## config.mk

```make
export PLATFORM = sky130hd
export DESIGN_NAME = image_header_dimension_parser_unit_flat
export DESIGN_NICKNAME = d
export VERILOG_FILES = /design/src/design/ihdp_pkg.sv /design/src/design/ihdp_in_if.sv /design/src/design/ihdp_out_if.sv /design/src/design/image_header_dimension_parser_unit.sv /design/src/design/ihdp_step.sv /design/src/flat_wrapper.sv
export SDC_FILE = /design/constraint.sdc
export NUM_CORES = 1
export LEC_CHECK = 0
export ABC_AREA = 1
export BUFFER_PORTS_ARGS = -buffer_cell sky130_fd_sc_hd__buf_2
export CAP_MARGIN = 30
export CORE_AREA = 2 2 211 109
export DETAILED_ROUTE_END_ITERATION = 16
export DIE_AREA = 0 0 213 111
export PLACE_DENSITY = 0.73
export SYNTH_ARGS = -nofsm -noshare
export SYNTH_HDL_FRONTEND = slang
export SYNTH_HIERARCHICAL = 1
export SYNTH_SLANG_ARGS = --single-unit
```

## constraint.sdc

```tcl
create_clock -name clk_i -period 8.2 [get_ports clk_i]
set_input_delay 0.41 -clock clk_i [delete_from_list [all_inputs] [get_ports clk_i]]
set_output_delay 0.41 -clock clk_i [all_outputs]
set_load 0.005 [all_outputs]
```

## src/design/ihdp_pkg.sv

```systemverilog
// Shared types, constants and helper functions of the image header dimension parser.
package ihdp_pkg;

  typedef enum logic [3:0] {
    PH_SIG0,
    PH_JSOI,
    PH_JMARK,
    PH_JCODE,
    PH_JLENHI,
    PH_JLENLO,
    PH_JSKIP,
    PH_JSOF,
    PH_PNG,
    PH_DONE
  } phase_e;

  typedef enum logic [1:0] {
    FMT_UNKNOWN = 2'd0,
    FMT_JPEG    = 2'd1,
    FMT_PNG     = 2'd2
  } format_e;

  localparam logic [7:0] BYTE_FF       = 8'hFF;
  localparam logic [7:0] JPEG_SOI      = 8'hD8;
  localparam logic [7:0] PNG_FIRST     = 8'h89;
  localparam logic [7:0] JPEG_TEM      = 8'h01;
  localparam logic [7:0] JPEG_RST_LO   = 8'hD0;
  localparam logic [7:0] JPEG_RST_HI   = 8'hD9;
  localparam logic [7:0] JPEG_SOF_LO   = 8'hC0;
  localparam logic [7:0] JPEG_SOF_HI   = 8'hCF;
  localparam logic [7:0] JPEG_DHT      = 8'hC4;
  localparam logic [7:0] JPEG_JPG      = 8'hC8;
  localparam logic [7:0] JPEG_DAC      = 8'hCC;

  // Offsets inside a JPEG frame header (counted from its FF) and the PNG header.
  localparam logic [4:0] SOF_START     = 5'd2;
  localparam logic [4:0] SOF_HEIGHT_HI = 5'd5;
  localparam logic [4:0] SOF_HEIGHT_LO = 5'd6;
  localparam logic [4:0] SOF_WIDTH_HI  = 5'd7;
  localparam logic [4:0] SOF_WIDTH_LO  = 5'd8;
  localparam logic [4:0] SOF_END       = 5'd9;
  localparam logic [4:0] PNG_SIG_END   = 5'd8;
  localparam logic [4:0] PNG_TAG_START = 5'd12;
  localparam logic [4:0] PNG_WIDTH_OFS = 5'd16;
  localparam logic [4:0] PNG_HEIGHT_OFS = 5'd20;
  localparam logic [4:0] PNG_END       = 5'd23;

  typedef struct packed {
    phase_e      phase;
    logic [4:0]  byte_offset;
    logic [15:0] skip_remaining;
    logic [31:0] width_acc;
    logic [31:0] height_acc;
    logic        answered;
  } state_t;

  typedef struct packed {
    logic        valid;
    format_e     image_format;
    logic [31:0] width_px;
    logic [31:0] height_px;
  } result_t;

  localparam state_t STATE_RESET = '{
    phase:          PH_SIG0,
    byte_offset:    5'd0,
    skip_remaining: 16'd0,
    width_acc:      32'd0,
    height_acc:     32'd0,
    answered:       1'b0
  };

  localparam result_t RES_UNKNOWN = '{
    valid:        1'b1,
    image_format: FMT_UNKNOWN,
    width_px:     32'd0,
    height_px:    32'd0
  };

  localparam result_t RES_NONE = '{
    valid:        1'b0,
    image_format: FMT_UNKNOWN,
    width_px:     32'd0,
    height_px:    32'd0
  };

  // PNG signature followed by the IHDR chunk header; bytes 8 to 11 are not checked.
  function automatic logic [7:0] png_head_byte(input logic [3:0] idx);
    logic [7:0] b;
    case (idx)
      4'd0:    b = 8'h89;
      4'd1:    b = 8'h50;
      4'd2:    b = 8'h4E;
      4'd3:    b = 8'h47;
      4'd4:    b = 8'h0D;
      4'd5:    b = 8'h0A;
      4'd6:    b = 8'h1A;
      4'd7:    b = 8'h0A;
      4'd12:   b = 8'h49;
      4'd13:   b = 8'h48;
      4'd14:   b = 8'h44;
      4'd15:   b = 8'h52;
      default: b = 8'h00;
    endcase
    return b;
  endfunction

  function automatic logic is_sof(input logic [7:0] c);
    return (c >= JPEG_SOF_LO) && (c <= JPEG_SOF_HI) &&
           (c != JPEG_DHT) && (c != JPEG_JPG) && (c != JPEG_DAC);
  endfunction

  function automatic logic is_standalone(input logic [7:0] c);
    return (c == JPEG_TEM) || ((c >= JPEG_RST_LO) && (c <= JPEG_RST_HI));
  endfunction

endpackage

```

## src/design/ihdp_in_if.sv

```systemverilog
// Byte stream channel into the parser.
interface ihdp_in_if;
  logic       valid;
  logic       ready;
  logic [7:0] data_byte;
  logic       last_byte;

  modport source (output valid, output data_byte, output last_byte, input ready);
  modport sink   (input valid, input data_byte, input last_byte, output ready);
endinterface

```

## src/design/ihdp_out_if.sv

```systemverilog
// Result channel out of the parser.
interface ihdp_out_if;
  logic        valid;
  logic        ready;
  logic [1:0]  image_format;
  logic [31:0] width_px;
  logic [31:0] height_px;

  modport source (output valid, output image_format, output width_px, output height_px,
                  input ready);
  modport sink   (input valid, input image_format, input width_px, input height_px,
                  output ready);
endinterface

```

## src/design/image_header_dimension_parser_unit.sv

```systemverilog
// Top level of the image header dimension parser: input stage, walk state and result register.
// The settling beat is held in the input stage, and its result is then registered in the result register.
// Throughput: one byte per cycle while no waiting result stalls the walk; the walk state updates once per byte.
// A waiting result stalls the walk; the input stage still takes one byte before ready drops.
// Reset (rst_ni low, asynchronous) empties both stages and rearms the signature check.
module image_header_dimension_parser_unit (
  input  logic       clk_i,
  input  logic       rst_ni,
  ihdp_in_if.sink    in_i,
  ihdp_out_if.source out_o
);

  logic              stage_v_q;
  logic [7:0]        stage_byte_q;
  logic              stage_last_q;
  ihdp_pkg::state_t  state_q;
  ihdp_pkg::state_t  state_d;
  ihdp_pkg::result_t step_res;
  logic              out_v_q;
  logic [1:0]        out_fmt_q;
  logic [31:0]       out_width_q;
  logic [31:0]       out_height_q;
  logic              advance;
  logic              in_fire;

  assign advance    = stage_v_q && (!out_v_q || out_o.ready);
  assign in_i.ready = !stage_v_q || advance;
  assign in_fire    = in_i.valid && in_i.ready;

  ihdp_step u_step (
    .state_i     (state_q),
    .data_byte_i (stage_byte_q),
    .last_byte_i (stage_last_q),
    .state_o     (state_d),
    .result_o    (step_res)
  );

  always_ff @(posedge clk_i or negedge rst_ni) begin
    if (!rst_ni) begin
      stage_v_q <= 1'b0;
      state_q   <= ihdp_pkg::STATE_RESET;
      out_v_q   <= 1'b0;
    end else begin
      if (in_fire) stage_v_q <= 1'b1;
      else if (advance) stage_v_q <= 1'b0;
      if (advance) begin
        state_q <= state_d;
        out_v_q <= step_res.valid;
      end else if (out_o.ready) begin
        out_v_q <= 1'b0;
      end
    end
  end

  always_ff @(posedge clk_i) begin
    if (in_fire) begin
      stage_byte_q <= in_i.data_byte;
      stage_last_q <= in_i.last_byte;
    end
    if (advance && step_res.valid) begin
      out_fmt_q    <= step_res.image_format;
      out_width_q  <= step_res.width_px;
      out_height_q <= step_res.height_px;
    end
  end

  assign out_o.valid        = out_v_q;
  assign out_o.image_format = out_fmt_q;
  assign out_o.width_px     = out_width_q;
  assign out_o.height_px    = out_height_q;

endmodule

```

## src/design/ihdp_step.sv

```systemverilog
// Combinational next-state and result logic for one byte of the header walk.
module ihdp_step (
  input  ihdp_pkg::state_t  state_i,
  input  logic [7:0]        data_byte_i,
  input  logic              last_byte_i,
  output ihdp_pkg::state_t  state_o,
  output ihdp_pkg::result_t result_o
);

  ihdp_pkg::state_t  nxt;
  ihdp_pkg::result_t res;
  logic [15:0]       seg_len;
  logic [15:0]       skip_dec;
  logic              png_check;
  logic              png_bad;

  assign seg_len   = {state_i.skip_remaining[7:0], data_byte_i};
  assign skip_dec  = state_i.skip_remaining - 16'd1;
  assign png_check = (state_i.byte_offset < ihdp_pkg::PNG_SIG_END) ||
                     ((state_i.byte_offset >= ihdp_pkg::PNG_TAG_START) &&
                      (state_i.byte_offset < ihdp_pkg::PNG_WIDTH_OFS));
  assign png_bad   = png_check &&
                     (data_byte_i != ihdp_pkg::png_head_byte(state_i.byte_offset[3:0]));

  always_comb begin
    nxt = state_i;
    res = ihdp_pkg::RES_NONE;
    case (state_i.phase)
      ihdp_pkg::PH_SIG0: begin
        if (data_byte_i == ihdp_pkg::BYTE_FF) begin
          nxt.phase = ihdp_pkg::PH_JSOI;
        end else if (data_byte_i == ihdp_pkg::PNG_FIRST) begin
          nxt.phase       = ihdp_pkg::PH_PNG;
          nxt.byte_offset = 5'd1;
        end else begin
          res = ihdp_pkg::RES_UNKNOWN;
        end
      end
      ihdp_pkg::PH_JSOI: begin
        if (data_byte_i == ihdp_pkg::JPEG_SOI) nxt.phase = ihdp_pkg::PH_JMARK;
        else res = ihdp_pkg::RES_UNKNOWN;
      end
      ihdp_pkg::PH_JMARK: begin
        if (data_byte_i == ihdp_pkg::BYTE_FF) nxt.phase = ihdp_pkg::PH_JCODE;
        else res = ihdp_pkg::RES_UNKNOWN;
      end
      ihdp_pkg::PH_JCODE: begin
        // A fill byte keeps the walk at the code position.
        if (data_byte_i == ihdp_pkg::BYTE_FF) begin
          nxt.phase = ihdp_pkg::PH_JCODE;
        end else if (ihdp_pkg::is_standalone(data_byte_i)) begin
          nxt.phase = ihdp_pkg::PH_JMARK;
        end else if (ihdp_pkg::is_sof(data_byte_i)) begin
          nxt.phase       = ihdp_pkg::PH_JSOF;
          nxt.byte_offset = ihdp_pkg::SOF_START;
          nxt.width_acc   = 32'd0;
          nxt.height_acc  = 32'd0;
        end else begin
          nxt.phase = ihdp_pkg::PH_JLENHI;
        end
      end
      ihdp_pkg::PH_JLENHI: begin
        nxt.skip_remaining = {8'd0, data_byte_i};
        nxt.phase          = ihdp_pkg::PH_JLENLO;
      end
      ihdp_pkg::PH_JLENLO: begin
        if (seg_len < 16'd2) begin
          res = ihdp_pkg::RES_UNKNOWN;
        end else if (seg_len == 16'd2) begin
          nxt.skip_remaining = 16'd0;
          nxt.phase          = ihdp_pkg::PH_JMARK;
        end else begin
          nxt.skip_remaining = seg_len - 16'd2;
          nxt.phase          = ihdp_pkg::PH_JSKIP;
        end
      end
      ihdp_pkg::PH_JSKIP: begin
        nxt.skip_remaining = skip_dec;
        if (skip_dec == 16'd0) nxt.phase = ihdp_pkg::PH_JMARK;
      end
      ihdp_pkg::PH_JSOF: begin
        if ((state_i.byte_offset == ihdp_pkg::SOF_HEIGHT_HI) ||
            (state_i.byte_offset == ihdp_pkg::SOF_HEIGHT_LO)) begin
          nxt.height_acc = {16'd0, state_i.height_acc[7:0], data_byte_i};
        end else if ((state_i.byte_offset == ihdp_pkg::SOF_WIDTH_HI) ||
                     (state_i.byte_offset == ihdp_pkg::SOF_WIDTH_LO)) begin
          nxt.width_acc = {16'd0, state_i.width_acc[7:0], data_byte_i};
        end
        if (state_i.byte_offset >= ihdp_pkg::SOF_END) begin
          res.valid        = 1'b1;
          res.image_format = ihdp_pkg::FMT_JPEG;
          res.width_px     = nxt.width_acc;
          res.height_px    = nxt.height_acc;
        end else begin
          nxt.byte_offset = state_i.byte_offset + 5'd1;
        end
      end
      ihdp_pkg::PH_PNG: begin
        if (png_bad) begin
          res = ihdp_pkg::RES_UNKNOWN;
        end else begin
          if (!png_check && (state_i.byte_offset >= ihdp_pkg::PNG_WIDTH_OFS) &&
              (state_i.byte_offset < ihdp_pkg::PNG_HEIGHT_OFS)) begin
            nxt.width_acc = {state_i.width_acc[23:0], data_byte_i};
          end else if (state_i.byte_offset >= ihdp_pkg::PNG_HEIGHT_OFS) begin
            nxt.height_acc = {state_i.height_acc[23:0], data_byte_i};
          end
          if (state_i.byte_offset >= ihdp_pkg::PNG_END) begin
            res.valid        = 1'b1;
            res.image_format = ihdp_pkg::FMT_PNG;
            res.width_px     = nxt.width_acc;
            res.height_px    = nxt.height_acc;
          end else begin
            nxt.byte_offset = state_i.byte_offset + 5'd1;
          end
        end
      end
      default: begin
      end
    endcase

    if (res.valid) begin
      nxt.answered = 1'b1;
      nxt.phase    = ihdp_pkg::PH_DONE;
    end

    // The last byte always rearms; a stream that never settled reports unknown.
    if (last_byte_i) begin
      if (!res.valid && !state_i.answered) res = ihdp_pkg::RES_UNKNOWN;
      nxt = ihdp_pkg::STATE_RESET;
    end
  end

  assign state_o  = nxt;
  assign result_o = res;

endmodule

```

## src/flat_wrapper.sv

```systemverilog
// flat-port wrapper written by rule: the top's interface ports become plain ports
module image_header_dimension_parser_unit_flat 
  (clk_i, rst_ni, in_i_valid, in_i_data_byte, in_i_last_byte, in_i_ready, out_o_valid, out_o_image_format, out_o_width_px, out_o_height_px, out_o_ready);
  ihdp_in_if in_i_i ();
  ihdp_out_if out_o_i ();
  input  logic clk_i;
  input  logic rst_ni;
  input wire logic [$bits(in_i_i.valid)-1:0] in_i_valid;
  input wire logic [$bits(in_i_i.data_byte)-1:0] in_i_data_byte;
  input wire logic [$bits(in_i_i.last_byte)-1:0] in_i_last_byte;
  output wire logic [$bits(in_i_i.ready)-1:0] in_i_ready;
  output wire logic [$bits(out_o_i.valid)-1:0] out_o_valid;
  output wire logic [$bits(out_o_i.image_format)-1:0] out_o_image_format;
  output wire logic [$bits(out_o_i.width_px)-1:0] out_o_width_px;
  output wire logic [$bits(out_o_i.height_px)-1:0] out_o_height_px;
  input wire logic [$bits(out_o_i.ready)-1:0] out_o_ready;
  assign in_i_i.valid = in_i_valid;
  assign in_i_i.data_byte = in_i_data_byte;
  assign in_i_i.last_byte = in_i_last_byte;
  assign in_i_ready = in_i_i.ready;
  assign out_o_valid = out_o_i.valid;
  assign out_o_image_format = out_o_i.image_format;
  assign out_o_width_px = out_o_i.width_px;
  assign out_o_height_px = out_o_i.height_px;
  assign out_o_i.ready = out_o_ready;
  image_header_dimension_parser_unit u_core (.clk_i(clk_i), .rst_ni(rst_ni), .in_i(in_i_i), .out_o(out_o_i));
endmodule
```

* Word-level counts from Yosys, hierarchy flattened
Memories as Yosys holds them, arrays and structs flattened.
Index checks and enable logic that the tools add are counted.
** Operators by class
- Muxes and demuxes :: 51
- Eq/ne operators :: 35
- Bitwise operators :: 0
- $lt $le $gt $ge :: 13
- Divide/modulo/power cells :: 0
- Shift-type cells :: 0
- Reductions and logical operators :: 38
- Multiply operators :: 0
- $add $sub $neg :: 3
** Operators by type and width (count)
- 67-bit two-way mux :: 10
- 67-bit one-hot mux with 6 select lines :: 1
- 64-bit two-way mux :: 4
- 32-bit two-way mux :: 6
- 64-bit one-hot mux with 3 select lines :: 1
- 90-bit two-way mux :: 1
- 16-bit one-hot mux with 3 select lines :: 1
- 5-bit two-way mux :: 7
- 16-bit two-way mux :: 2
- 4-bit one-hot mux with 7 select lines :: 1
- 3-bit by 2-bit != test with 1-bit output, second input constant :: 9
- 8-bit == test, second input constant :: 3
- 4-bit two-way mux :: 6
- 8-bit != test, second input constant :: 3
- 5-bit one-hot mux with 4 select lines :: 1
- 16-bit by 2-bit == test with 1-bit output, second input constant :: 1
- 4-bit by 3-bit == test with 1-bit output, second input constant :: 4
- 8-bit greater-or-equal comparator, second input constant :: 2
- 8-bit <= comparator, second input constant :: 2
- 16-bit logical NOT :: 1
- 16-bit by 2-bit less-than comparator with 1-bit output, second input constant :: 1
- 4-bit by 3-bit != test with 1-bit output, second input constant :: 4
- 16-bit by 1-bit subtractor with 16-bit output, second input constant :: 1
- 16-bit by 2-bit subtractor with 16-bit output, second input constant :: 1
- other kinds (30) :: 67
** Storage, ports and cells
- Bits in registers :: 167
- Latch bits :: 0
- Memories :: 1
- Memory bits (writable) :: 0
- Bits of input ports :: 13
- Logic and storage cells :: 154
- ROM bits :: 112
** Memory list
- (name not given) :: words 16, width 7, rd ports 1, clocked after Yosys merged registers in 0, write ports 0, RTL line ihdp_pkg.sv:90 : case (idx)

* Longest topological paths before layout
Gate-level depths: netlist of the first run.
- Depth after elaboration :: 15
- Mapped depth :: 18
- Depth with buffers taken out :: 18

* Hierarchy
Netlist of the first run, hierarchy kept.
** Modules (own cells, without submodules)
- ihdp_step :: cells each 1246, instances 1, sequential area each 0.0 um^2, area an instance 6000.8 um^2
- image_header_dimension_parser_unit :: cells each 477, instances 1, sequential area each 4554.4 um^2, area an instance 5876.9 um^2

* Worst setup path before layout of the first run
Ideal clock, no wire load.
- Kind :: register to register
- Start point :: register u_core/state_q[65] (netlist name)
- End point :: register u_core.out_height_q[0] (netlist: u_core/out_o.height_px[0]), enable pin
- Clock period less this slack :: 5.013 ns
- Path buffers :: 0
- Stages on the path, launching flop included :: 12
- Slack :: 3.187 ns
- Setup time :: 0.490 ns
- Data required time :: 7.710 ns
- Arrival :: 4.523 ns
- Cells stage by stage :: dfrtp_1 > inv_1 > ha_1 > nand2_1 > nor2_2 > inv_1 > a21oi_2 > nand2_2 > nor3b_2 > o211ai_1 > inv_1 > nor2_1
** RTL lines
- start: declaration :: RTL line image_header_dimension_parser_unit.sv:16 : ihdp_pkg::state_t state_q;
- start signal: assignment :: RTL line image_header_dimension_parser_unit.sv:41 : state_q <= ihdp_pkg::STATE_RESET;
- start signal: assignment :: RTL line image_header_dimension_parser_unit.sv:47 : state_q <= state_d;
- end signal: assignment :: RTL line image_header_dimension_parser_unit.sv:63 : out_height_q <= step_res.height_px;
- end: declaration :: RTL line image_header_dimension_parser_unit.sv:22 : logic [31:0] out_height_q;

==> results.ini, run 1 <==
[outcome]
outcome=finished, final reports clean

[synth]
synth_top_cell_by_area=dfrtp_1
synth_common_cells=nand2_1, o21ai_0, inv_1, nand3_1, a21oi_1
synth_area_leaders=dfrtp_1, edfxtp_1, nand2_1
synth_top_area_share_pct=19.4
ys_seq_area_share_pct=38.3
synth_warnings=6
ys_types=44
syn_area_um2=11900
ys_seq_elements=167
syn_inst=1723
syn_area_per_cell_um2=6.89
yosysMostFrequentCell=nand2_1
syn_nets=1746
synth_edf_count=75
synth_flop_cell=dfrtp_1
ys_async_sr_fraction_pct=55.1

[placement]
gp_congestion=0.955
dp_hpwl_um=24800
io_buffer_count=80

[worst_setup_path]
crit_fanout=39
arrival_ns=3.95
reg2reg_from=u_core/state_q[87]
criticalPathCategory=reg -> reg
endpoint_kind=flip-flop
rr_worst_depth=8
r2r_slack_ns=4.49
critical_path.startpoint=u_core/state_q[87]
crit_required_ns=8.44
r2r-end=u_core/out_o.width_px[31]
crit_end=u_core/out_o.width_px[31]
start_kind=flip-flop

[power]
total_power_w=0.00451
leakage_nw=5.86
peakVddDrop_uv=215
p_per_area_nw_per_um2=349

[clock_tree]
cts-root-buf=clkbuf_16
cts_buffers=17
cts.path.max_buffers=2
cts_resized=0
insertion_delay_ns=0.46
h-tree-depth=4
cts_tree=yes
clkTransAtPathRegs_ns=0.07
clock-sinks=167

[global_route]
grt_pass1_wl_um=62100
antenna_found_initial=0
overflow=0
grt_pass1_vias=11018
grt_max_degree=100
grt_usage_pct=34.0

[timing]
min_period_ns=3.71
period_share_pct=45.2
tns_ns=0
setup_viol=0
max_freq_mhz=270
rsz0062_at_grt=false
finalClockSkew_ns=0.0108
relSlewSlack_pct=29.8
hold_violations=0
whs_ns=0.130
slew_violations=0
tightest_slew_ns=1.05

[finish]
multi_input_area_um2=6120
fillCellCount=2034
n_antenna_cell=0
final_util_pct=58.5
seq_area_um2=4560
drive_above_1_share_pct=10.2
areaGrowthSynthToFinish_pct=8.87
final_nets=1748

[route]
wire_per_inst_um=19.2
vias=12422
drt_iter0_markers=2080
route.detailed.drc=0
drtPass1Iterations=6
routed_wl_um=39300
ant_nets=0
via_per_inst=6.07

[worst_hold_path]
hold_path.startpoint=in_i_data_byte[6]
hp-class=in -> reg

[die]
row_count=39
dieHeight_um=111
start_util_pct=53.7
core-area_um2=22100
dieArea_um2=23600
io_pins=81
die_x_um=213

[run]
maxCapViolations=0

==> per-stage QoR <==
| step | setup WS, ns | area [µm²] | std cells |
|---|---|---|---|
| 2_1_floorplan | 3.19 | 11900 | 1723 |
| 3_3_place_gp | 4.30 | 12300 | 2009 |
| 3_5_place_dp | 4.22 | 12300 | 2010 |
| 4_1_cts | 4.20 | 12900 | 2043 |
| 5_1_grt | 4.28 | 12900 | 2045 |
| 6_report | 4.49 | 12900 | 2045 |
==> worst max-delay path, stage by stage, from the launching register on <==
cell and delay (ns):
dfrtp_1 0.46, nor2_1 0.16, inv_2 0.07, nor3_4 0.10
buf_4 0.44, inv_2 0.47, nor2_4 0.76, inv_2 0.55
o22ai_1 0.44
==> metal layers <==
layer,GRT usage (%),up-vias,share of wire (%)
li1,-,5796,-
met1,55.0,5741,46
met2,43.8,835,39
met3,9.26,50,14
met4,7.32,0,1.1
met5,0,-,0
==> layout make-up <==
class                   count  share of cell area, %
inverters                 180                   5.22
well taps                 307                   2.97
multi-input cells        1259                   47.3
repair buffers            100                   4.55
clock inverters            13                   1.37
clock buffers              19                   3.35
flip-flops and latches    167                   35.2
==> how the worst min path moves through the flow <==
stage / end / slack [ns] / cells past startpoint
final: u_core/stage_byte_q[6] / 0.13 / 1
after global routing: u_core/stage_last_q / 0.11 / 1
after CTS: u_core/stage_byte_q[6] / 0.11 / 1
after detailed placement: u_core/state_q[0] / 0.44 / 1
after global placement: u_core/state_q[0] / 0.44 / 1
after floorplan: u_core/out_o.valid / 0.11 / 0
==> cells in the final DEF (no fill, tap or decap), types with 68 or more instances in the layout <==
| cell type | instances |
|---|---|
| nand2_1 | 510 |
| o21ai_0 | 189 |
| inv_1 | 162 |
| nand3_1 | 129 |
| a21oi_1 | 121 |
| dfrtp_1 | 91 |
| buf_2 | 79 |
| edfxtp_1 | 75 |
| o22ai_1 | 75 |
| nor2_1 | 68 |
==> cells by family after synthesis <==
family                     Yosys count  share of synthesized area [%]
xor gates and xnor gates            23                           1.70
DFF                                167                           38.3
adders and majority gates           10                           1.05
muxes                                1                         0.0843
buffers and inverters              297                           10.4
AOI/OAI and AO/OA                  463                           21.5
and+or+nand+nor                    762                           26.9
==> state kept, by name (all words and copies together), names as in the netlist <==
register                   flops
u_core/state_q                90
u_core/out_o.height_px        32
u_core/out_o.width_px         32
u_core/stage_byte_q            8
u_core/out_o.image_format      2
u_core/out_o.valid             1
u_core/stage_last_q            1
u_core/stage_v_q               1
==> what timing repair did <==
action / CTS / global route
setup buffers: 0 / 0
hold buffers: 1 / 0
hold endpoints to repair: 39 / 0
==> where the power goes <==
group / switching [W] / leakage, nW / internal, W
sequential: 0.000309 / 1.98 / 0.00118
combinational: 0.00149 / 3.58 / 0.000666
clock: 0.000358 / 0.299 / 0.000508
No activity file was read; power rests on OpenSTA's default activity.
==> run 2: changes to the inputs <==
PLACE_DENSITY = 0.76   (was 0.73)
clock period = 3.4 ns   (was 8.2 ns; I/O delays follow)
==> results.ini, run 2 (same netlist as run 1, synthesis figures left out) <==
[finish]
drive_above_1_share_pct=11.0  ; was 10.2%
regMostFlops=u_core/state_q  ; unchanged
final_area_um2=13200  ; was 12900 µm²
areaGrowthSynthToFinish_pct=10.8  ; was 8.87%
layout_commonest_cell=nand2_1  ; unchanged
final_nets=1782  ; was 1748
largest_reg_flops=90  ; unchanged
n_antenna_cell=0  ; unchanged
multi_input_area_um2=6110  ; was 6120 µm²
seq_area_um2=4560  ; unchanged
layout_common_cells=nand2_1, o21ai_0, inv_1  ; unchanged
fillCellCount=1987  ; was 2034

[worst_setup_path]
start_kind=flip-flop  ; unchanged
crit_required_ns=3.51  ; was 8.44 ns
reg2reg_from=u_core/state_q[65]  ; was u_core/state_q[87]
criticalPathCategory=reg -> reg  ; unchanged
critical_path.startpoint=u_core/state_q[65]  ; was u_core/state_q[87]
crit_end=u_core/out_o.width_px[8]  ; was u_core/out_o.width_px[31]
endpoint_kind=flip-flop  ; unchanged
arrival_ns=3.21  ; was 3.95 ns
rr_worst_depth=12  ; was 8
r2r_slack_ns=0.30  ; was 4.49 ns
r2r-end=u_core/out_o.width_px[8]  ; was u_core/out_o.width_px[31]
crit_fanout=66  ; was 39

[timing]
slew_violations=0  ; unchanged
min_period_ns=3.10  ; was 3.71 ns
setup_viol=0  ; unchanged
tns_ns=0  ; unchanged
setup_ws_ns=0.301  ; was 4.49 ns
tightest_slew_ns=0.830  ; was 1.05 ns
relSlewSlack_pct=44.6  ; was 29.8%
period_share_pct=91.2  ; was 45.2%
max_freq_mhz=323  ; was 270 MHz
finalClockSkew_ns=0.00690  ; was 0.0108 ns
hold_violations=0  ; unchanged
rsz0062_at_grt=false  ; unchanged

[clock_tree]
insertion_delay_ns=0.45  ; was 0.46 ns
cts.path.max_buffers=2  ; unchanged
clkTransAtPathRegs_ns=0.06  ; was 0.07 ns
cts-root-buf=clkbuf_16  ; unchanged
h-tree-depth=4  ; unchanged
cts_buffers=17  ; unchanged
cts_tree=yes  ; unchanged
cts_resized=0  ; unchanged
clock-sinks=167  ; unchanged

[global_route]
overflow=0  ; unchanged
grt_pass1_wl_um=61000  ; was 62100 µm
grt_pass1_vias=10941  ; was 11018
grt_usage_pct=33.2  ; was 34.0%
antenna_found_initial=0  ; unchanged
grt_max_degree=67  ; was 100

[die]
dieArea_um2=23600  ; unchanged
core-area_um2=22100  ; unchanged
die_x_um=213  ; unchanged
dieHeight_um=111  ; unchanged
io_pins=81  ; unchanged
start_util_pct=53.7  ; unchanged
row_count=39  ; unchanged

[route]
routed_wl_um=38800  ; was 39300 µm
vias=12494  ; was 12422
via_per_inst=6.01  ; was 6.07
route.detailed.drc=0  ; unchanged
wire_per_inst_um=18.6  ; was 19.2 µm
drtPass1Iterations=8  ; was 6
drt_iter0_markers=1686  ; was 2080
ant_nets=0  ; unchanged

[placement]
io_buffer_count=80  ; unchanged
dp_hpwl_um=25500  ; was 24800 µm
placed_area_um2=12500  ; was 12300 µm²
gp_congestion=1.01  ; was 0.955
pre_cts_ws_ns=0.418  ; was 4.22 ns

[worst_hold_path]
hp-class=in -> reg  ; unchanged

[power]
peakVddDrop_uv=428  ; was 215 µV
p_per_area_nw_per_um2=802  ; was 349 nW/µm²
leakage_nw=5.99  ; was 5.86 nW

[outcome]
outcome=finished, final reports clean  ; unchanged

[run]
maxCapViolations=0  ; unchanged

-- run 2: cell types whose count changed in the layout (fill, tap and decap cells not counted), sizes merged --
| cell | previous run | this run |
|---|---|---|
| buf | 99 | 123 |
| dlygate4sd3 | 1 | 11 |
| clkbuf | 19 | 27 |
| bufinv | 4 | 0 |
| clkinv | 7 | 4 |
| clkinvlp | 1 | 0 |
-- run 2: stage by stage --
step / total power [W] / cells / utilization (%) / hold WS, ns
after floorplan: 0.00709 / 1723 / - / -0.126
after global placement: 0.00847 / 2034 / 56.4 / 0.348
after detailed placement: 0.00861 / 2036 / 56.7 / 0.129
after CTS: 0.0104 / 2079 / 59.5 / 0.0216
after global routing: 0.0113 / 2079 / 59.5 / 0.0725
final: 0.0106 / 2079 / 59.5 / 0.0349
-- run 2: worst min-delay path by stage --
| stage | start | endpoint | slack (ns) | depth (start not counted) |
|---|---|---|---|---|
| 6_report | out_o_ready | u_core/stage_v_q | 0.03 | 4 |
| 5_1_grt | out_o_ready | u_core/stage_v_q | 0.07 | 4 |
| 4_1_cts | out_o_ready | u_core/stage_v_q | 0.02 | 4 |
| 3_5_place_dp | rst_ni | u_core/state_q[89] | 0.13 | 1 |
| 3_3_place_gp | in_i_data_byte[0] | u_core/stage_byte_q[0] | 0.35 | 1 |
| 2_1_floorplan | rst_ni | u_core/out_o.valid | -0.13 | 0 |
-- run 2: repair_timing --
action / CTS / global route
hold endpoints to repair: 34 / 0
hold buffers: 11 / 0
buffers inserted: 0 / 0
-- run 2: cell type report --
type	instances	share of cell area (%)
Inverter	180	5.13
Clock buffer	27	3.75
Sequential cell	167	34.6
Timing Repair Buffer	134	6.94
Clock inverter	5	0.190
Multi-Input combinational cell	1259	46.4
Tap cell	307	2.92
-- run 2: critical path, stage by stage (launching register included) --
cell	delay [ns]
dfrtp_1	0.40
inv_1	0.18
ha_1	0.27
nand2_1	0.17
nor2_2	0.28
inv_1	0.08
a21oi_2	0.18
nand2_2	0.20
nor3b_2	0.27
o211ai_1	0.10
inv_1	0.10
nor2_4	0.13
buf_12	0.29
-- run 2: metal layers --
metal	vias up	global-route usage [%]	routed length, µm
met1	5800	53.9	18100
li1	5859	-	-
met3	53	8.30	4930
met4	0	8.25	542
met5	-	0	0
met2	782	42.7	15200
-- run 2: report_power, final --
part	internal (W)	total (W)	leakage, nW	switching, W
clock	0.000986	0.00179	0.252	0.000803
sequential	0.00284	0.00351	1.98	0.000664
combinational	0.00169	0.00526	3.76	0.00357
total	0.00552	0.0106	5.99	0.00503
